==> src/ppc_pkg.sv <==
package ppc_pkg;

  // defaults for the top-level parameters
  localparam int PPC_CORDIC_STAGES = 16;
  localparam int PPC_COORD_WIDTH   = 16;

  // field and register widths
  localparam int FIELD_W  = 16;
  localparam int GAIN_W   = 12;
  localparam int STOP_W   = 16;
  localparam int STOPSQ_W = 2 * STOP_W;
  localparam int APB_AW   = 4;
  localparam int APB_DW   = 32;

  // angle accumulator in 1/2^20 rad, bearing in 1/4096 rad
  localparam int ZW         = 24;
  localparam int BW         = ZW - 8;
  localparam int ATAN_LEN   = 24;
  localparam int HALF_PI_Z  = 1647099;
  localparam int ROUND_HALF = 128;

  localparam int LIN_MAX = 65535;
  localparam int ANG_MAX = 32767;
  localparam int ANG_MIN = -32768;

  // register indexes
  localparam logic [1:0] REG_GAIN_DIST = 2'd0;
  localparam logic [1:0] REG_GAIN_BEAR = 2'd1;
  localparam logic [1:0] REG_STOP_DIST = 2'd2;

  localparam logic [GAIN_W-1:0] GAIN_DIST_RST = 12'd128;
  localparam logic [GAIN_W-1:0] GAIN_BEAR_RST = 12'd179;
  localparam logic [STOP_W-1:0] STOP_DIST_RST = 16'd410;

  localparam logic signed [ZW-1:0] ATAN_TAB [ATAN_LEN] = '{
    24'sd823550, 24'sd486170, 24'sd256879, 24'sd130396,
    24'sd65451,  24'sd32757,  24'sd16383,  24'sd8192,
    24'sd4096,   24'sd2048,   24'sd1024,   24'sd512,
    24'sd256,    24'sd128,    24'sd64,     24'sd32,
    24'sd16,     24'sd8,      24'sd4,      24'sd2,
    24'sd1,      24'sd0,      24'sd0,      24'sd0
  };

  typedef struct packed {
    logic signed [FIELD_W-1:0] offset_x;
    logic signed [FIELD_W-1:0] offset_y;
  } ppc_in_t;

  typedef struct packed {
    logic [FIELD_W-1:0]        linear_velocity;
    logic signed [FIELD_W-1:0] angular_velocity;
    logic                      stopped;
  } ppc_out_t;

  // per-stage control carried along the pipe
  typedef struct packed {
    logic valid;
    logic stopped;
    logic zero;
  } ppc_flags_t;

  typedef struct packed {
    logic [GAIN_W-1:0]   gain_distance;
    logic [GAIN_W-1:0]   gain_bearing;
    logic [STOPSQ_W-1:0] stop_sq;
  } ppc_cfg_t;

endpackage

==> src/ppc_regs.sv <==
module ppc_regs import ppc_pkg::*; (
  input  logic              clk,
  input  logic              rst_n,
  input  logic              psel,
  input  logic              penable,
  input  logic              pwrite,
  input  logic [APB_AW-1:0] paddr,
  input  logic [APB_DW-1:0] pwdata,
  output logic [APB_DW-1:0] prdata,
  output ppc_cfg_t          cfg
);

  logic [GAIN_W-1:0]   gain_dist_r;
  logic [GAIN_W-1:0]   gain_bear_r;
  logic [STOP_W-1:0]   stop_dist_r;
  logic [STOPSQ_W-1:0] stop_sq_r;
  logic [1:0]          idx;
  logic                wr;

  assign idx = paddr[APB_AW-1:2];
  assign wr  = psel & penable & pwrite;

  always_ff @(posedge clk) begin
    if (!rst_n) begin
      gain_dist_r <= GAIN_DIST_RST;
      gain_bear_r <= GAIN_BEAR_RST;
      stop_dist_r <= STOP_DIST_RST;
      stop_sq_r   <= STOPSQ_W'(STOP_DIST_RST) * STOPSQ_W'(STOP_DIST_RST);
    end else begin
      if (wr) begin
        case (idx)
          REG_GAIN_DIST: gain_dist_r <= pwdata[GAIN_W-1:0];
          REG_GAIN_BEAR: gain_bear_r <= pwdata[GAIN_W-1:0];
          REG_STOP_DIST: stop_dist_r <= pwdata[STOP_W-1:0];
          default: ;
        endcase
      end
      // squared threshold is registered from the stop distance register and follows it in the next cycle
      stop_sq_r <= STOPSQ_W'(stop_dist_r) * STOPSQ_W'(stop_dist_r);
    end
  end

  always_comb begin
    case (idx)
      REG_GAIN_DIST: prdata = APB_DW'(gain_dist_r);
      REG_GAIN_BEAR: prdata = APB_DW'(gain_bear_r);
      REG_STOP_DIST: prdata = APB_DW'(stop_dist_r);
      default:       prdata = '0;
    endcase
  end

  assign cfg.gain_distance = gain_dist_r;
  assign cfg.gain_bearing  = gain_bear_r;
  assign cfg.stop_sq       = stop_sq_r;

endmodule

==> config.mk <==
export PLATFORM = sky130hd
export DESIGN_NAME = ppc_regs
export DESIGN_NICKNAME = d
export VERILOG_FILES = /design/src/ppc_pkg.sv /design/src/ppc_regs.sv
export SDC_FILE = /design/constraint.sdc
export NUM_CORES = 1
export LEC_CHECK = 0
export BUFFER_PORTS_ARGS = -buffer_cell sky130_fd_sc_hd__buf_2
export CORE_UTILIZATION = 45
export DETAILED_ROUTE_END_ITERATION = 8
export PLACE_DENSITY_LB_ADDON = 0.05
export SYNTH_ARGS = -nofsm -noshare
export SYNTH_HDL_FRONTEND = slang
export SYNTH_SLANG_ARGS = --single-unit
==> constraint.sdc <==
create_clock -name clk -period 8.44 [get_ports clk]
set_input_delay 1.688 -clock clk [delete_from_list [all_inputs] [get_ports clk]]
set_output_delay 1.688 -clock clk [all_outputs]
set_load 0.02 [all_outputs]
# Word level (Yosys, flattened, before mapping)

Cells that the tools add are included.

Bits in read-only memories: 0
Bits in latches: 0
Bits in registers: 72
Memories kept: 0
Input bits: 41
Bits in writable memories: 0

Multipliers: 1
$lt $le $gt $ge: 0
Reductions and logical operators: 4
$add $sub $neg: 0
Equal/unequal tests: 2
Div/mod/pow operators: 0
Bitwise logic cells: 2
Shift operators: 0
Mux-type cells: 1

Operators by type and width:

| kind                                                 | count |
|---|---|
| case mux 16 bit (3 select lines)                     | 1 |
| multiplier 16 x 16 -> 32 bit                         | 1 |
| AND reduction 2 bit                                  | 3 |
| bitwise AND 1 bit                                    | 2 |
| equality test 2 x 1 -> 1 bit (second input constant) | 1 |
| equality test 2 bit (second input constant)          | 1 |
| logical NOT 2 bit                                    | 1 |

# Depth between registers and ports, before layout

Word-level depth: 3
Mapped depth: 24
Gate-level depth less buffers: 22

# Worst setup path before layout

Ideal clock, no wire load.

Path type: register -> register
From: register stop_dist_r[14]
To: register stop_sq_r[28]
Required time: 8.368 ns
Slack: 2.590 ns
Buffers on the path: 3
Stages on the path, launching flop included: 22
Data arrival time: 5.778 ns
Period minus slack after synthesis: 5.850 ns
Cells stage by stage: dfxtp_1 -> clkbuf_1 -> clkbuf_1 -> nand2_1 -> fa_1 -> fa_1 -> inv_1 -> fa_1 -> fa_1 -> fa_1 -> inv_1 -> fa_1 -> inv_1 -> ha_1 -> clkbuf_1 -> a21oi_1 -> o21bai_1 -> a21o_1 -> a311oi_1 -> o211ai_1 -> a311oi_1 -> mux2i_1

Longest elaborated chain between the ends: 1

Ends and longest elaborated chain:

| item                         | RTL line       | text |
|---|---|---|
| start: declaration           | ppc_regs.sv:15 | `logic [STOP_W-1:0] stop_dist_r;` |
| start signal: assignment     | ppc_regs.sv:34 | `REG_STOP_DIST: stop_dist_r <= pwdata[STOP_W-1:0];` |
| multiplier 16 x 16 -> 32 bit | ppc_regs.sv:39 | `stop_sq_r <= STOPSQ_W'(stop_dist_r) * STOPSQ_W'(stop_dist_r);` |
| end signal: assignment       | ppc_regs.sv:28 | `stop_sq_r <= STOPSQ_W'(STOP_DIST_RST) * STOPSQ_W'(STOP_DIST_RST);` |
| end signal: assignment       | ppc_regs.sv:39 |  |
| end: declaration             | ppc_regs.sv:16 | `logic [STOPSQ_W-1:0] stop_sq_r;` |

No other way between the ends.
A chain may end at the register's enable or synchronous reset.

# Worst setup path in the final report

From: register stop_dist_r[8]
To: register stop_sq_r[28]

The elaborated chain is that of the path after synthesis.

==> flow_metrics.py <==
metrics = {
    "sta": {
        "worst_slew_pin_slew_ps": 965,
        "slew_headroom_pct": 35.6,
        "fin_crit_sh_pct": 79.4,
        "timing_hold_violations_final": 0,
        "final-max-slew-violation-count": 0,
        "finalSetupTns_ps": 0,
        "hold_slack_ps": 471,
        "rsz0062_at_grt": "no",
        "post-route-min-period_ps": 6700,
        "clock_skew_ps": 7.20,
        "fmax_mhz": 149,
        "setup-violations-final": 0,
        "worst_slack_ps": 1740,
    },
    "cts": {
        "root_buffer": "clkbuf_16",
        "post-cts-setup-buffer-count": 0,
        "hold_buffers": 0,
        "numCtsBuffers": 9,
        "clkSinkCount": 71,
        "insertion_delay_ps": 340,
        "clockBufferDepth": 2,
        "cts_tree": "built",
        "htreeDepth": 3,
        "clkTransAtPathRegs_ps": 60,
        "cts.repair.resized": 0,
    },
    "synthesis": {
        "postSynthCellCount": 1179,
        "synth-main-ff-cell": "dfxtp_1",
        "synth_warnings": 0,
        "syn_area_um2": 10200,
        "syn_avg_cell_area_um2": 8.61,
        "synth.distinct_cells": 50,
        "synth_seq_cells": 71,
        "synth_edf_count": 0,
        "synthArstFlopShare_pct": 0,
        "yosysSeqAreaShare_pct": 14.0,
    },
    "route": {
        "wl_mm": 25.0,
        "first_pass_iters": 5,
        "drtAntennaViolNets": 0,
        "drcViolationCount": 0,
        "vias": 7605,
        "avgViaCountPerCell": 4.96,
        "drt_first_iter_violations": 264,
        "wl_per_cell_um": 16.3,
    },
    "critical_path": {
        "critPathKind": "reg2reg",
        "end_kind": "flip-flop",
        "startpoint_type": "flip-flop",
        "arrival_ps": 6960,
        "cp_max_fo": 15,
        "cp_data_required_time_ps": 8690,
    },
    "floorplanning": {
        "die_x_um": 152,
        "io_pins": 129,
        "dieArea_um2": 23200,
        "die_h_um": 152,
        "initial_core_util_pct": 46.2,
        "core_um2": 22000,
        "row_count": 54,
    },
    "global_route": {
        "gr-max-usage-layer": "met2",
        "gr-usage-met1_pct": 32.5,
        "grt_first_pass_wirelength_mm": 42.0,
        "grt_pass1_vias": 7940,
        "met3_usage_pct": 3.67,
        "grt_max_degree": 78,
        "track_usage_pct": 23.2,
        "grt-ovfl-total": 0,
        "use_met2_pct": 38.3,
        "antenna_found_initial": 0,
    },
    "placed_design": {
        "gp_congestion": 0.825,
        "place_worst_setup_slack_ps": 1780,
        "dpl.cell_count": 1517,
        "place_area_um2": 10800,
        "portBuffers": 93,
        "dpl.hpwl_mm": 19.7,
    },
    "power_and_ir_drop": {
        "fin_total_pwr_mw": 1.23,
        "p_leak_nw": 6.18,
        "p_per_area_nw_per_um2": 111,
        "ir_drop_mv": 0.146,
    },
    "finish": {
        "layout-drive-gt1-share_pct": 11.2,
        "area_delta_synth_final_pct": 9.56,
        "nets": 1553,
        "fillerInstances": 2161,
        "final_util_pct": 50.7,
        "antenna_cells": 0,
        "fin_area_um2": 11100,
        "layout.cells.non_filler": 1533,
    },
    "worst_hold_path": {
        "hold_class": "reg2reg",
    },
    "run_status": {
        "outcome": "completed",
    },
    "run": {
        "drv_cap": 0,
    },
}
[metal layers]
metal,vias to the layer above,wire length (µm)
li1,3719,-
met1,3734,11900
met2,129,11900
met3,23,931
met4,0,297
met5,-,0
[worst max-delay path, cell delays in order (launching register included)]
cell and delay [ps]:
dfxtp_1 950, inv_1 390, ha_1 310, or2_2 310
fa_1 510, fa_1 560, fa_1 430, fa_1 500
inv_1 50, fa_1 470, inv_1 40, ha_1 420
a21oi_1 240, o21bai_1 80, a21o_1 210, a311oi_1 270
o211ai_1 220, a311oi_1 370, mux2i_1 260
[synthesized netlist by cell type (4+ instances only)]
master | instances | area, µm²
and2_1 | 63 | 394
mux2i_1 | 15 | 150
fa_1 | 162 | 3240
nand3_1 | 14 | 70.1
buf_4 | 17 | 128
inv_1 | 253 | 950
a21oi_1 | 28 | 140
xor2_1 | 11 | 96.3
o21ai_0 | 26 | 130
a21boi_0 | 29 | 218
nand2_1 | 186 | 698
dfxtp_1 | 71 | 1420
a21o_1 | 14 | 105
and3_1 | 8 | 50.1
nand4_1 | 9 | 56.3
clkbuf_1 | 48 | 180
o211ai_1 | 9 | 67.6
nand2b_1 | 4 | 25.0
ha_1 | 102 | 1280
xnor2_1 | 22 | 193
nor3_1 | 4 | 20.0
nor2_1 | 33 | 124
or2_2 | 4 | 25.0
nor2b_1 | 6 | 37.5
[state kept, by name, summed over array words and instances (netlist names)]
register / cells
stop_dist_r: 16
gain_bear_r: 12
gain_dist_r: 12
stop_sq_r: 31
[kinds of logic (layout without fill, tap and decap cells)]
family,after synthesis,count (layout),synth area share [%]
flops,71,71,14.0
mux,16,16,1.59
compound gates,135,135,9.17
simple gates,339,339,15.4
xor+xnor,33,33,2.85
buf+inv,320,378,12.5
fa+ha+maj,264,264,44.5
other cells,1,17,0.0369
[worst paths after layout]
check | endpoint | cells past startpoint | start | slack, ps
setup / recovery | stop_sq_r[28] | 18 | stop_dist_r[8] | 1740
setup reg to reg | stop_sq_r[28] | 18 | stop_dist_r[8] | 1740
hold / removal | gain_dist_r[5] | 2 | gain_dist_r[5] | 470
hold reg to reg | gain_dist_r[5] | 2 | gain_dist_r[5] | 470
[cell usage in the layout (no fill, tap or decap), drive strengths merged, types with 6 or more instances in the layout]
master and n:
inv 253, nor2 33, o211ai 10, conb 17, and2 63, ha 102, mux2i 15, nand4 9
o21ai 26, nand2 186, xnor2 22, buf 109, a21oi 28, fa 162, clkbuf 13, dfxtp 71
nor2b 6, and3 9, nand3 14, xor2 11, a21o 15, a21boi 29
[power breakdown]
| group | internal [mW] | switching (mW) |
|---|---|---|
| sequential | 0.360 | 0.0129 |
| combinational | 0.190 | 0.313 |
| clock | 0.214 | 0.141 |
| total | 0.764 | 0.467 |
[final cells by class]
type                       instances  area, µm²  area share, %
inverter                         253        950           8.54
tap                              280        350           3.15
timing repair buffer             109        586           5.26
multi-input combinational        804       7540           67.8
clock buffer                      13        260           2.34
sequential                        71       1420           12.8
clock inverter                     3       17.5          0.157
(Power assumes the default switching activity.)
