<file path="src/ppc_pkg.sv">
package ppc_pkg;

  // defaults for the top-level parameters
  localparam int PPC_CORDIC_STAGES = 16;
  localparam int PPC_COORD_WIDTH   = 16;

  // field and register widths
  localparam int FIELD_W  = 16;
  localparam int GAIN_W   = 12;
  localparam int STOP_W   = 16;
  localparam int STOPSQ_W = 2 * STOP_W;
  localparam int APB_AW   = 4;
  localparam int APB_DW   = 32;

  // angle accumulator in 1/2^20 rad, bearing in 1/4096 rad
  localparam int ZW         = 24;
  localparam int BW         = ZW - 8;
  localparam int ATAN_LEN   = 24;
  localparam int HALF_PI_Z  = 1647099;
  localparam int ROUND_HALF = 128;

  localparam int LIN_MAX = 65535;
  localparam int ANG_MAX = 32767;
  localparam int ANG_MIN = -32768;

  // register indexes
  localparam logic [1:0] REG_GAIN_DIST = 2'd0;
  localparam logic [1:0] REG_GAIN_BEAR = 2'd1;
  localparam logic [1:0] REG_STOP_DIST = 2'd2;

  localparam logic [GAIN_W-1:0] GAIN_DIST_RST = 12'd128;
  localparam logic [GAIN_W-1:0] GAIN_BEAR_RST = 12'd179;
  localparam logic [STOP_W-1:0] STOP_DIST_RST = 16'd410;

  localparam logic signed [ZW-1:0] ATAN_TAB [ATAN_LEN] = '{
    24'sd823550, 24'sd486170, 24'sd256879, 24'sd130396,
    24'sd65451,  24'sd32757,  24'sd16383,  24'sd8192,
    24'sd4096,   24'sd2048,   24'sd1024,   24'sd512,
    24'sd256,    24'sd128,    24'sd64,     24'sd32,
    24'sd16,     24'sd8,      24'sd4,      24'sd2,
    24'sd1,      24'sd0,      24'sd0,      24'sd0
  };

  typedef struct packed {
    logic signed [FIELD_W-1:0] offset_x;
    logic signed [FIELD_W-1:0] offset_y;
  } ppc_in_t;

  typedef struct packed {
    logic [FIELD_W-1:0]        linear_velocity;
    logic signed [FIELD_W-1:0] angular_velocity;
    logic                      stopped;
  } ppc_out_t;

  // per-stage control carried along the pipe
  typedef struct packed {
    logic valid;
    logic stopped;
    logic zero;
  } ppc_flags_t;

  typedef struct packed {
    logic [GAIN_W-1:0]   gain_distance;
    logic [GAIN_W-1:0]   gain_bearing;
    logic [STOPSQ_W-1:0] stop_sq;
  } ppc_cfg_t;

endpackage

</file>
<file path="src/ppc_cell.sv">
module ppc_cell import ppc_pkg::*; #(
  parameter int W       = PPC_COORD_WIDTH,
  parameter int SHIFT   = 0,
  parameter bit DO_ROOT = 1'b1,
  parameter bit DO_ROT  = 1'b1
) (
  input  logic                  clk,
  input  logic                  rst_n,
  input  logic                  en,
  input  ppc_flags_t            flags_i,
  input  logic signed [W+1:0]   x_i,
  input  logic signed [W+1:0]   y_i,
  input  logic signed [ZW-1:0]  z_i,
  input  logic [2*W-1:0]        n_i,
  input  logic [W+1:0]          rem_i,
  input  logic [W-1:0]          root_i,
  output ppc_flags_t            flags_o,
  output logic signed [W+1:0]   x_o,
  output logic signed [W+1:0]   y_o,
  output logic signed [ZW-1:0]  z_o,
  output logic [2*W-1:0]        n_o,
  output logic [W+1:0]          rem_o,
  output logic [W-1:0]          root_o
);

  localparam int XW  = W + 2;
  localparam int SQW = 2 * W;
  localparam int RW  = W + 2;

  ppc_flags_t            flags_r;
  logic signed [XW-1:0]  x_r, x_nxt;
  logic signed [XW-1:0]  y_r, y_nxt;
  logic signed [ZW-1:0]  z_r, z_nxt;
  logic [SQW-1:0]        n_r, n_nxt;
  logic [RW-1:0]         rem_r, rem_nxt;
  logic [W-1:0]          root_r, root_nxt;

  logic [RW-1:0]         rem_sh;
  logic [RW-1:0]         trial;
  logic                  ge;
  logic signed [XW-1:0]  xs, ys;

  // one root digit: bring down two bits of the square, try 4*root+1
  assign rem_sh = {rem_i[RW-3:0], n_i[SQW-1 -: 2]};
  assign trial  = {root_i, 2'b01};
  assign ge     = (rem_sh >= trial);

  assign xs = x_i >>> SHIFT;
  assign ys = y_i >>> SHIFT;

  always_comb begin
    if (DO_ROOT) begin
      n_nxt    = {n_i[SQW-3:0], 2'b00};
      rem_nxt  = ge ? (rem_sh - trial) : rem_sh;
      root_nxt = {root_i[W-2:0], ge};
    end else begin
      n_nxt    = n_i;
      rem_nxt  = rem_i;
      root_nxt = root_i;
    end

    if (DO_ROT) begin
      // rotate toward the x axis, steered by the sign of y
      if (!y_i[XW-1]) begin
        x_nxt = x_i + ys;
        y_nxt = y_i - xs;
        z_nxt = z_i + ATAN_TAB[SHIFT];
      end else begin
        x_nxt = x_i - ys;
        y_nxt = y_i + xs;
        z_nxt = z_i - ATAN_TAB[SHIFT];
      end
    end else begin
      x_nxt = x_i;
      y_nxt = y_i;
      z_nxt = z_i;
    end
  end

  always_ff @(posedge clk) begin
    if (!rst_n) begin
      flags_r <= '0;
    end else if (en) begin
      flags_r <= flags_i;
    end
  end

  always_ff @(posedge clk) begin
    if (en) begin
      x_r    <= x_nxt;
      y_r    <= y_nxt;
      z_r    <= z_nxt;
      n_r    <= n_nxt;
      rem_r  <= rem_nxt;
      root_r <= root_nxt;
    end
  end

  assign flags_o = flags_r;
  assign x_o     = x_r;
  assign y_o     = y_r;
  assign z_o     = z_r;
  assign n_o     = n_r;
  assign rem_o   = rem_r;
  assign root_o  = root_r;

endmodule

</file>
<file path="config.mk">
export PLATFORM = sky130hd
export DESIGN_NAME = ppc_cell
export DESIGN_NICKNAME = d
export VERILOG_FILES = /design/src/ppc_pkg.sv /design/src/ppc_cell.sv
export SDC_FILE = /design/constraint.sdc
export NUM_CORES = 1
export LEC_CHECK = 0
export ABC_AREA = 1
export BUFFER_PORTS_ARGS = -buffer_cell sky130_fd_sc_hd__buf_2
export CORE_MARGIN = 3
export CORE_UTILIZATION = 49
export DETAILED_ROUTE_END_ITERATION = 10
export PLACE_DENSITY = 0.78
export RECOVER_POWER = 100
export SYNTH_ARGS = -nofsm -noshare
export SYNTH_HDL_FRONTEND = slang
export SYNTH_SLANG_ARGS = --single-unit
</file>
<file path="constraint.sdc">
create_clock -name clk -period 2.4 [get_ports clk]
set_clock_uncertainty 0.2 [all_clocks]
set_input_delay 0.12 -clock clk [delete_from_list [all_inputs] [get_ports clk]]
set_output_delay 0.12 -clock clk [all_outputs]
set_load 0.005 [all_outputs]
</file>
# After elaboration in Yosys (flattened, before gate mapping)
# Cells that the tools add are included.
dict set report op_classes {
  reduce_logical 0
  muxes 4
  div_mod_pow 0
  shift 0
  order_cmp 1
  n_eq_ne 0
  n_addsub 6
  bitwise_logic 0
  n_mul 0
}
# operator n
set op_table {}
lappend op_table {{$mux W18} 3}
lappend op_table {{$sub A18 B18 Y18} 3}
lappend op_table {{$add A24 B21 Y24 const B} 1}
lappend op_table {{$mux W24} 1}
lappend op_table {{$sub A24 B21 Y24 const B} 1}
lappend op_table {{$add A18 B18 Y18} 1}
lappend op_table {{$ge A18 B18 Y1} 1}
dict set report word_totals {
  latchBits 0
  regBits 127
  memories 0
  inputBits 132
  romBits 0
  output_inout_bits 129
  mem_bits_rw 0
  word_cells 20
}

# Longest topological paths before layout
# Gate-level depths: netlist of run 1.
dict set report depth {
  depth_word 2
  depth_mapped 15
  depth_no_buf 14
}

# Worst setup path after synthesis of run 1
# OpenSTA, ideal clock, no wires.
dict set report synth_path {
  path_type {input to register}
  from {input y_i[17]}
  to {register z_r[16] (netlist: z_o[16]) (data pin)}
  slack_ps 117
  path_stages 11
  setup_ps 259
  t_required_ps 1941
  n_path_buf 2
  t_arrival_ps 1825
  cell_sequence {buf_2 > inv_2 > buf_2 > ha_1 > a21oi_1 > o21ai_2 > a21oi_1 > inv_1 > nand2_1 > nand2_1 > xor2_1}
}
dict set report synth_via {
  elab_chain_len 1
}
# element line
set synth_rtl {}
lappend synth_rtl {{start, declared} ppc_cell.sv:12} ;# input logic signed [W+1:0] y_i,
lappend synth_rtl {{$mux W24} ppc_cell.sv:64} ;# if (!y_i[XW-1]) begin
lappend synth_rtl {{named net z_nxt[16]} ppc_cell.sv:33} ;# logic signed [ZW-1:0] z_r, z_nxt;
lappend synth_rtl {{end signal, assigned} ppc_cell.sv:92} ;# z_r <= z_nxt;
lappend synth_rtl {{end, declared} ppc_cell.sv:33}
# The timed path passes the listed nets, and every way through them passes these cells.
# A chain may end at the register's enable or synchronous reset.

# Worst setup path in the final report of run 1
dict set report layout_path {
  from {input root_i[6]}
  to {register rem_r[9] (netlist: rem_o[9]) (data pin)}
}
dict set report layout_via {
  elab_chain_len 2
  elab_cells_between_ends 3
  classes_between {add/sub (1); order compare (1); mux (1)}
}
# element line
set layout_rtl {}
lappend layout_rtl {{start, declared} ppc_cell.sv:16} ;# input logic [W-1:0] root_i,
lappend layout_rtl {{$sub A18 B18 Y18 / $ge A18 B18 Y1 (equally long branches)} {ppc_cell.sv:54, ppc_cell.sv:46}}
lappend layout_rtl {{$mux W18 *} ppc_cell.sv:54} ;# rem_nxt = ge ? (rem_sh - trial) : rem_sh;
lappend layout_rtl {{named net rem_nxt[9]} ppc_cell.sv:35} ;# logic [RW-1:0] rem_r, rem_nxt;
lappend layout_rtl {{end signal, assigned} ppc_cell.sv:94} ;# rem_r <= rem_nxt;
lappend layout_rtl {{end, declared} ppc_cell.sv:35}
# Mark *: on every way through the listed nets, which the timed path passes. The rest lies on a longest branch.

==> results_dict.tcl, run 1 <==
set metrics [dict create \
    outcome "finished, violations left" \
    violations "setup timing" \
    grt_use_met3_pct 5.98 \
    total_power_mw 7.91 \
    synth_ff_type "edfxtp_1" \
    syn_area_sq_um 9540 \
    irDropWorstVdd_v 0.000471 \
    crit_slowest_cell "dlygate4sd3_1" \
    synth_seq_cells 126 \
    fmax_ghz 0.413 \
    via_per_inst 5.23 \
    die_h_microns 146 \
    slew_headroom_pct 28.3 \
    initial_utilization_pct 50.5 \
    cts-buffers-inserted 17 \
    rr_endpoint "flags_o[0]" \
    rows 50 \
    core_sq_um 18900 \
    holdCritStartpoint "z_i[21]" \
    netlist_instances 1223 \
    r2r_slack_ps 920 \
    powerDensity_nw_per_um2 630 \
    clk_latency_ps 420 \
    rr_startpoint "flags_o[0]" \
    finalWeightedCongestion 0.912 \
    ys_warn_count 0 \
    final_hold_viol_count 0 \
    start_kind "primary input" \
    setup_violations 1 \
    grtUsageMet2_pct 50.3 \
    gr-total-overflow 0 \
    grt_pass1_vias 9530 \
    grt_pass1_wl_microns 48300 \
    first_pass_iters 6 \
    avgSynthCellArea_sq_um 7.80 \
    drtAntennaViolNets 0 \
    dpl.cell_count 1740 \
    dpl_cell_area_sq_um 11200 \
    max_stage_delay_ps 530 \
    use_met1_pct 33.5 \
    num_vias 9689 \
    clock-sinks 126 \
    end_kind "flop" \
    synth_edf_count 123 \
    clk_path_buf_depth 2 \
    die_w_microns 146 \
    top_usage_layer "met2" \
    htreeDepth 4 \
    grt_max_degree 46 \
    drtIter0Drc 664 \
    fill_cells 1642 \
    num-nets-final 1803 \
    wl_microns 31200 \
    finalWorstSetupSlack_ps -23.3 \
    cts_root_buf "clkbuf_16" \
    clk_pin_slew_ps 70 \
    tightest_slew_ps 1080 \
    period_needed_ps 2420 \
    min_path_cells 3 \
    worst_r2r_path_depth 3 \
    drive_above_1_share_pct 14.4 \
    tns_ps -23.3 \
    drc 0 \
    maxSlewViolCount 0 \
    io_pins 261 \
    fin_cells 1852 \
    worstSetupStartpoint "root_i[6]" \
    final_cell_area_sq_um 12600 \
    leakagePower_nw 6.10 \
    hold_class "in2reg" \
    drv_cap 0 \
    async_flop_share_pct 0 \
    timing_worst_setup_path_type "in2reg" \
    cp.required_ps 2370 \
    area_growth_pct 31.7 \
    io_buffer_count 256 \
    cts_tree "built" \
    wire_per_inst_microns 16.9 \
    hold_slack_ps 12.1 \
    crit_chain "dlygate4sd3_1 > clkbuf_1 > inv_1 > ha_2 > nand2_2 > nor2_1 > and2_1 > nand2_1 > nand2_2 > nand2_2 > nand2_8 > inv_4 > nand2_1 > nand2_1" \
    arrival_ps 2400 \
    crit_fanout 16 \
    hold_path_end "z_o[21]" \
    finalCritPeriodShare_pct 101 \
    grt_antenna_before_repair 3 \
    design.die.area_sq_um 21200 \
    dp_hpwl_microns 22300 \
    track_usage_pct 28.3 \
    ys_seq_area_share_pct 39.4 \
    ys_types 41 \
]
-- stage by stage --
| step | setup WS, ps | util (%) |
|---|---|---|
| 6_report | -23.3 | 66.5 |
| 5_1_grt | -96.1 | 66.5 |
| 4_1_cts | 69.1 | 66.8 |
| 3_5_place_dp | 77.0 | 59.4 |
| 3_3_place_gp | 123 | 59.4 |
| 2_1_floorplan | 117 | - |
-- state kept, by name, indices dropped and copies added (netlist names) --
name     cells
x_o         18
root_o      16
z_o         24
y_o         17
n_o         30
rem_o       18
flags_o      3
-- report_power, final --
part / internal, mW / switching [mW]
logic: 0.838 / 1.37
clock network: 1.84 / 1.03
registers: 2.76 / 0.0828
total: 5.43 / 2.48
-- synth_stat cells, drive strengths merged, types with 8 or more instances --
| library cell | number | area share [%] |
|---|---|---|
| inv | 163 | 6.4 |
| o21ai | 55 | 2.9 |
| nand4 | 13 | 0.85 |
| nor2 | 88 | 3.5 |
| nand3b | 8 | 0.63 |
| edfxtp | 123 | 39 |
| a21oi | 87 | 4.6 |
| o21bai | 14 | 1.1 |
| xor2 | 38 | 3.6 |
| buf | 25 | 1.6 |
| ha | 90 | 12 |
| nand3 | 104 | 5.5 |
| nor3 | 9 | 0.47 |
| nand2 | 370 | 15 |
-- critical path, delay by kind of cell --
kind	cells	cell delay [ps]
simple gates	9	1010
buf+inv	4	860
fa+ha+maj	1	410
-- per-layer routing --
| metal | share of wire [%] | routed length (microns) |
|---|---|---|
| met4 | 3.7 | 1150 |
| met1 | 40 | 12300 |
| met5 | 0.038 | 12 |
| met3 | 6.4 | 2010 |
| met2 | 50 | 15700 |
-- layout by cell type (no fill, tap or decap), types with 4 or more instances in the layout --
| cell type | n |
|---|---|
| ha_1 | 82 |
| nand3b_1 | 8 |
| nand4_1 | 13 |
| o21ai_0 | 52 |
| inv_2 | 4 |
| xor2_1 | 37 |
| nand3_1 | 103 |
| nand2_1 | 364 |
| a21oi_2 | 4 |
| and2_1 | 5 |
| nand2_2 | 5 |
| bufinv_16 | 4 |
| clkbuf_16 | 17 |
| buf_4 | 20 |
| nor2_1 | 85 |
| edfxtp_1 | 123 |
| ha_4 | 4 |
| fa_1 | 4 |
| o21bai_1 | 14 |
| nor3_1 | 9 |
| xnor2_1 | 5 |
| dlygate4sd3_1 | 76 |
| clkinv_4 | 4 |
| a21o_1 | 5 |
| buf_2 | 143 |
| inv_1 | 158 |
| a21oi_1 | 83 |
| ha_2 | 4 |
| clkbuf_1 | 115 |
-- worst max path at each step --
stage,slack (ps),to
after floorplan,120,z_o[16]
after global placement,120,y_o[16]
after detailed placement,80,y_o[13]
after CTS,70,x_o[16]
after global routing,-100,rem_o[9]
final,-20,rem_o[9]
-- kinds of logic after synthesis --
| group | synth area share (%) |
|---|---|
| AOI/OAI and AO/OA | 9.48 |
| xor gates and xnor gates | 4.03 |
| adders and majority gates | 12.6 |
| buffers and inverters | 8.15 |
| DFF | 39.4 |
| other | 0.0393 |
| and+or+nand+nor | 26.3 |
-- what timing repair did --
| item | in CTS | in global routing |
|---|---|---|
| setup endpoints to repair | 0 | 20 |
| hold buffers | 76 | 0 |
| buffers inserted | 0 | 2 |
| hold endpoints to repair | 73 | 0 |
| gates resized for setup | 0 | 20 |
-- layout make-up --
class / instances / area (sq um) / share of cell area (%)
repair buffers: 361 / 2110 / 16.8
multi-input cells: 908 / 5100 / 40.6
inverters: 163 / 614 / 4.89
clock buffers: 21 / 470 / 3.75
clock inverters: 11 / 180 / 1.43
well taps: 260 / 325 / 2.59
diodes: 2 / 5.00 / 0.0399
flip-flops and latches: 126 / 3750 / 29.9
(Power assumes the default switching activity.)
==> run 2, diff against run 1 <==
--- a/config.mk
+++ b/config.mk
@@ -10,6 +10,7 @@
 export CORE_MARGIN = 3
 export CORE_UTILIZATION = 49
 export DETAILED_ROUTE_END_ITERATION = 10
+export GPL_TIMING_DRIVEN = 0
 export PLACE_DENSITY = 0.78
 export RECOVER_POWER = 100
 export SYNTH_ARGS = -nofsm -noshare
==> run 2 against run 1 <==
Compared with the run above:
- die area unchanged
- largest cell class unchanged
- the run now ends clean
- sequential cell count unchanged
- sequential share of layout area increased by 0.29 points
- worst setup slack improved by 56 ps
- non-clock buffer count decreased by 2
- core utilization decreased by 0.65 points
- count of clock-buffer cells in the layout decreased by 3
- global-route usage increased by 0.17 points
- critical path depth unchanged
- wire length decreased by 1.2%
- combinational power decreased by 2%
- largest power group is now sequential cells
- first-iteration DRC count increased by 12%
==> results_dict.tcl, run 2 (synthesis results as in run 1) <==
set metrics [dict create \
    outcome "complete, no violations" \
    end_kind "flop" \
    p_int_mw 5.12 \
    hold_path_end "x_o[17]" \
    grt_pass1_wl_microns 48500 \
    tightest_slew_ps 1150 \
    finalCritPeriodShare_pct 98.6 \
    die_h_microns 146 \
    tns_ps 0 \
    rr_endpoint "flags_o[2]" \
    powerDensity_nw_per_um2 612 \
    num-nets-final 1801 \
    cts-buffers-inserted 17 \
    io_buffer_count 256 \
    switching_share_pct 32.7 \
    dp_hpwl_microns 22200 \
    cts_root_buf "clkbuf_16" \
    drtAntennaViolNets 0 \
    pwr-share-comb_pct 28.3 \
    initial_utilization_pct 50.5 \
    maxSlewViolCount 0 \
    hold_slack_ps 20.0 \
    setup_violations 0 \
    leakagePower_nw 6.09 \
    layout_commonest_cell "nand2_1" \
    slew_headroom_pct 23.2 \
    wire_per_inst_microns 16.7 \
    design.die.area_sq_um 21200 \
    cp.required_ps 2340 \
    final_cell_mix "nand2_1, buf_2, inv_1" \
    cts_tree "built" \
    min_path_cells 5 \
    hold_class "in2reg" \
    crit_fanout 10 \
    fill_cells 1658 \
    io_pins 261 \
    area_growth_pct 30.4 \
    timing_worst_setup_path_type "in2reg" \
    total_power_mw 7.61 \
    drtIter0Drc 741 \
    finalWeightedCongestion 0.927 \
    pwr-share-clk_pct 34.4 \
    wl_microns 30800 \
    via_per_inst 5.24 \
    worst_r2r_path_depth 3 \
    fin_cells 1849 \
    first_pass_iters 5 \
    irDropWorstVdd_v 0.000438 \
    rows 50 \
    period_needed_ps 2370 \
    clk_latency_ps 410 \
    dpl.cell_count 1741 \
    gr-total-overflow 0 \
    drv_cap 0 \
    largest_reg_flops 30 \
    arrival_ps 2310 \
    post_cts_buffers 0 \
    drive_above_1_share_pct 14.5 \
    final_hold_viol_count 0 \
    grt_antenna_before_repair 1 \
    fmax_ghz 0.422 \
    rr_startpoint "flags_o[2]" \
    die_w_microns 146 \
    holdCritStartpoint "x_i[17]" \
    start_kind "primary input" \
    track_usage_pct 28.4 \
    clk_pin_slew_ps 60 \
    clock-sinks 126 \
    htreeDepth 4 \
    r2r_slack_ps 940 \
    grt_max_degree 82 \
    core_sq_um 18900 \
    switchingPower_mw 2.49 \
    p_seq_share_pct 37.3 \
    drc 0 \
    clk_path_buf_depth 2 \
    grt_pass1_vias 9490 \
    num_vias 9687 \
]
[run 2: power by group through the flow]
stage / logic (mW) / clock network [mW] / registers [mW]
2_1_floorplan: 1.16 / 0 / 2.91
3_3_place_gp: 1.98 / 0 / 2.86
3_5_place_dp: 2.02 / 0 / 2.86
4_1_cts: 2.14 / 2.62 / 2.82
5_1_grt: 2.40 / 2.76 / 2.86
6_report: 2.15 / 2.61 / 2.84
[run 2: final cells by class]
class                           instances  area (sq um)  area share (%)
Antenna cell                            1          2.50          0.0201
Buffer                                 27           176            1.42
Clock buffer                           18           429            3.45
Clock inverter                         14           155            1.25
Inverter                              163           614            4.94
Multi-Input combinational cell        908          5060            40.7
Sequential cell                       126          3750            30.2
Tap cell                              260           325            2.62
Timing Repair Buffer                  332          1920            15.4
[run 2: routing by layer]
layer | up-vias | global-route usage (%) | share of wire [%]
li1 | 4741 | - | -
met1 | 4431 | 34.4 | 39
met2 | 434 | 49.9 | 50
met3 | 81 | 4.89 | 6.8
met4 | 0 | 12.7 | 4.3
met5 | - | 0 | 0
[run 2: worst max path at each step]
| stage | end | depth (start not counted) | startpoint | slack [ps] |
|---|---|---|---|---|
| 6_report | rem_o[8] | 14 | root_i[8] | 30 |
| 3_3_place_gp | z_o[16] | 12 | y_i[17] | -680 |
| 2_1_floorplan | z_o[16] | 11 | y_i[17] | 120 |
| 3_5_place_dp | z_o[16] | 12 | y_i[17] | -710 |
| 4_1_cts | z_o[16] | 12 | y_i[17] | 20 |
| 5_1_grt | rem_o[8] | 16 | root_i[2] | -4 |
[run 2: timing repair]
item / CTS / global route
cloned: 0 / 0
pin swaps: 0 / 0
endpoints found under the hold margin: 113 / 0
setup endpoints to repair: 17 / 19
hold buffers: 75 / 0
resized for setup: 3 / 10
[run 2: stage by stage]
step / instance area (sq um) / worst slack, ps / util, %
2_1_floorplan: 9540 / 117 / -
3_3_place_gp: 11100 / -677 / 59.0
3_5_place_dp: 11200 / -705 / 59.2
4_1_cts: 12500 / 24.1 / 66.3
5_1_grt: 12400 / -3.64 / 65.8
6_report: 12400 / 32.6 / 65.8
[run 2: worst max-delay path, cell delays in order]
cell and delay (ps):
dlygate4sd3_1 530, buf_2 120, inv_1 60, ha_1 360, nand2_1 130, nor2_1 210
nand2_1 100, nor2_1 110, a21oi_1 110, nand2_4 100, inv_4 60, buf_6 150
nand2_1 70, nand2_1 90
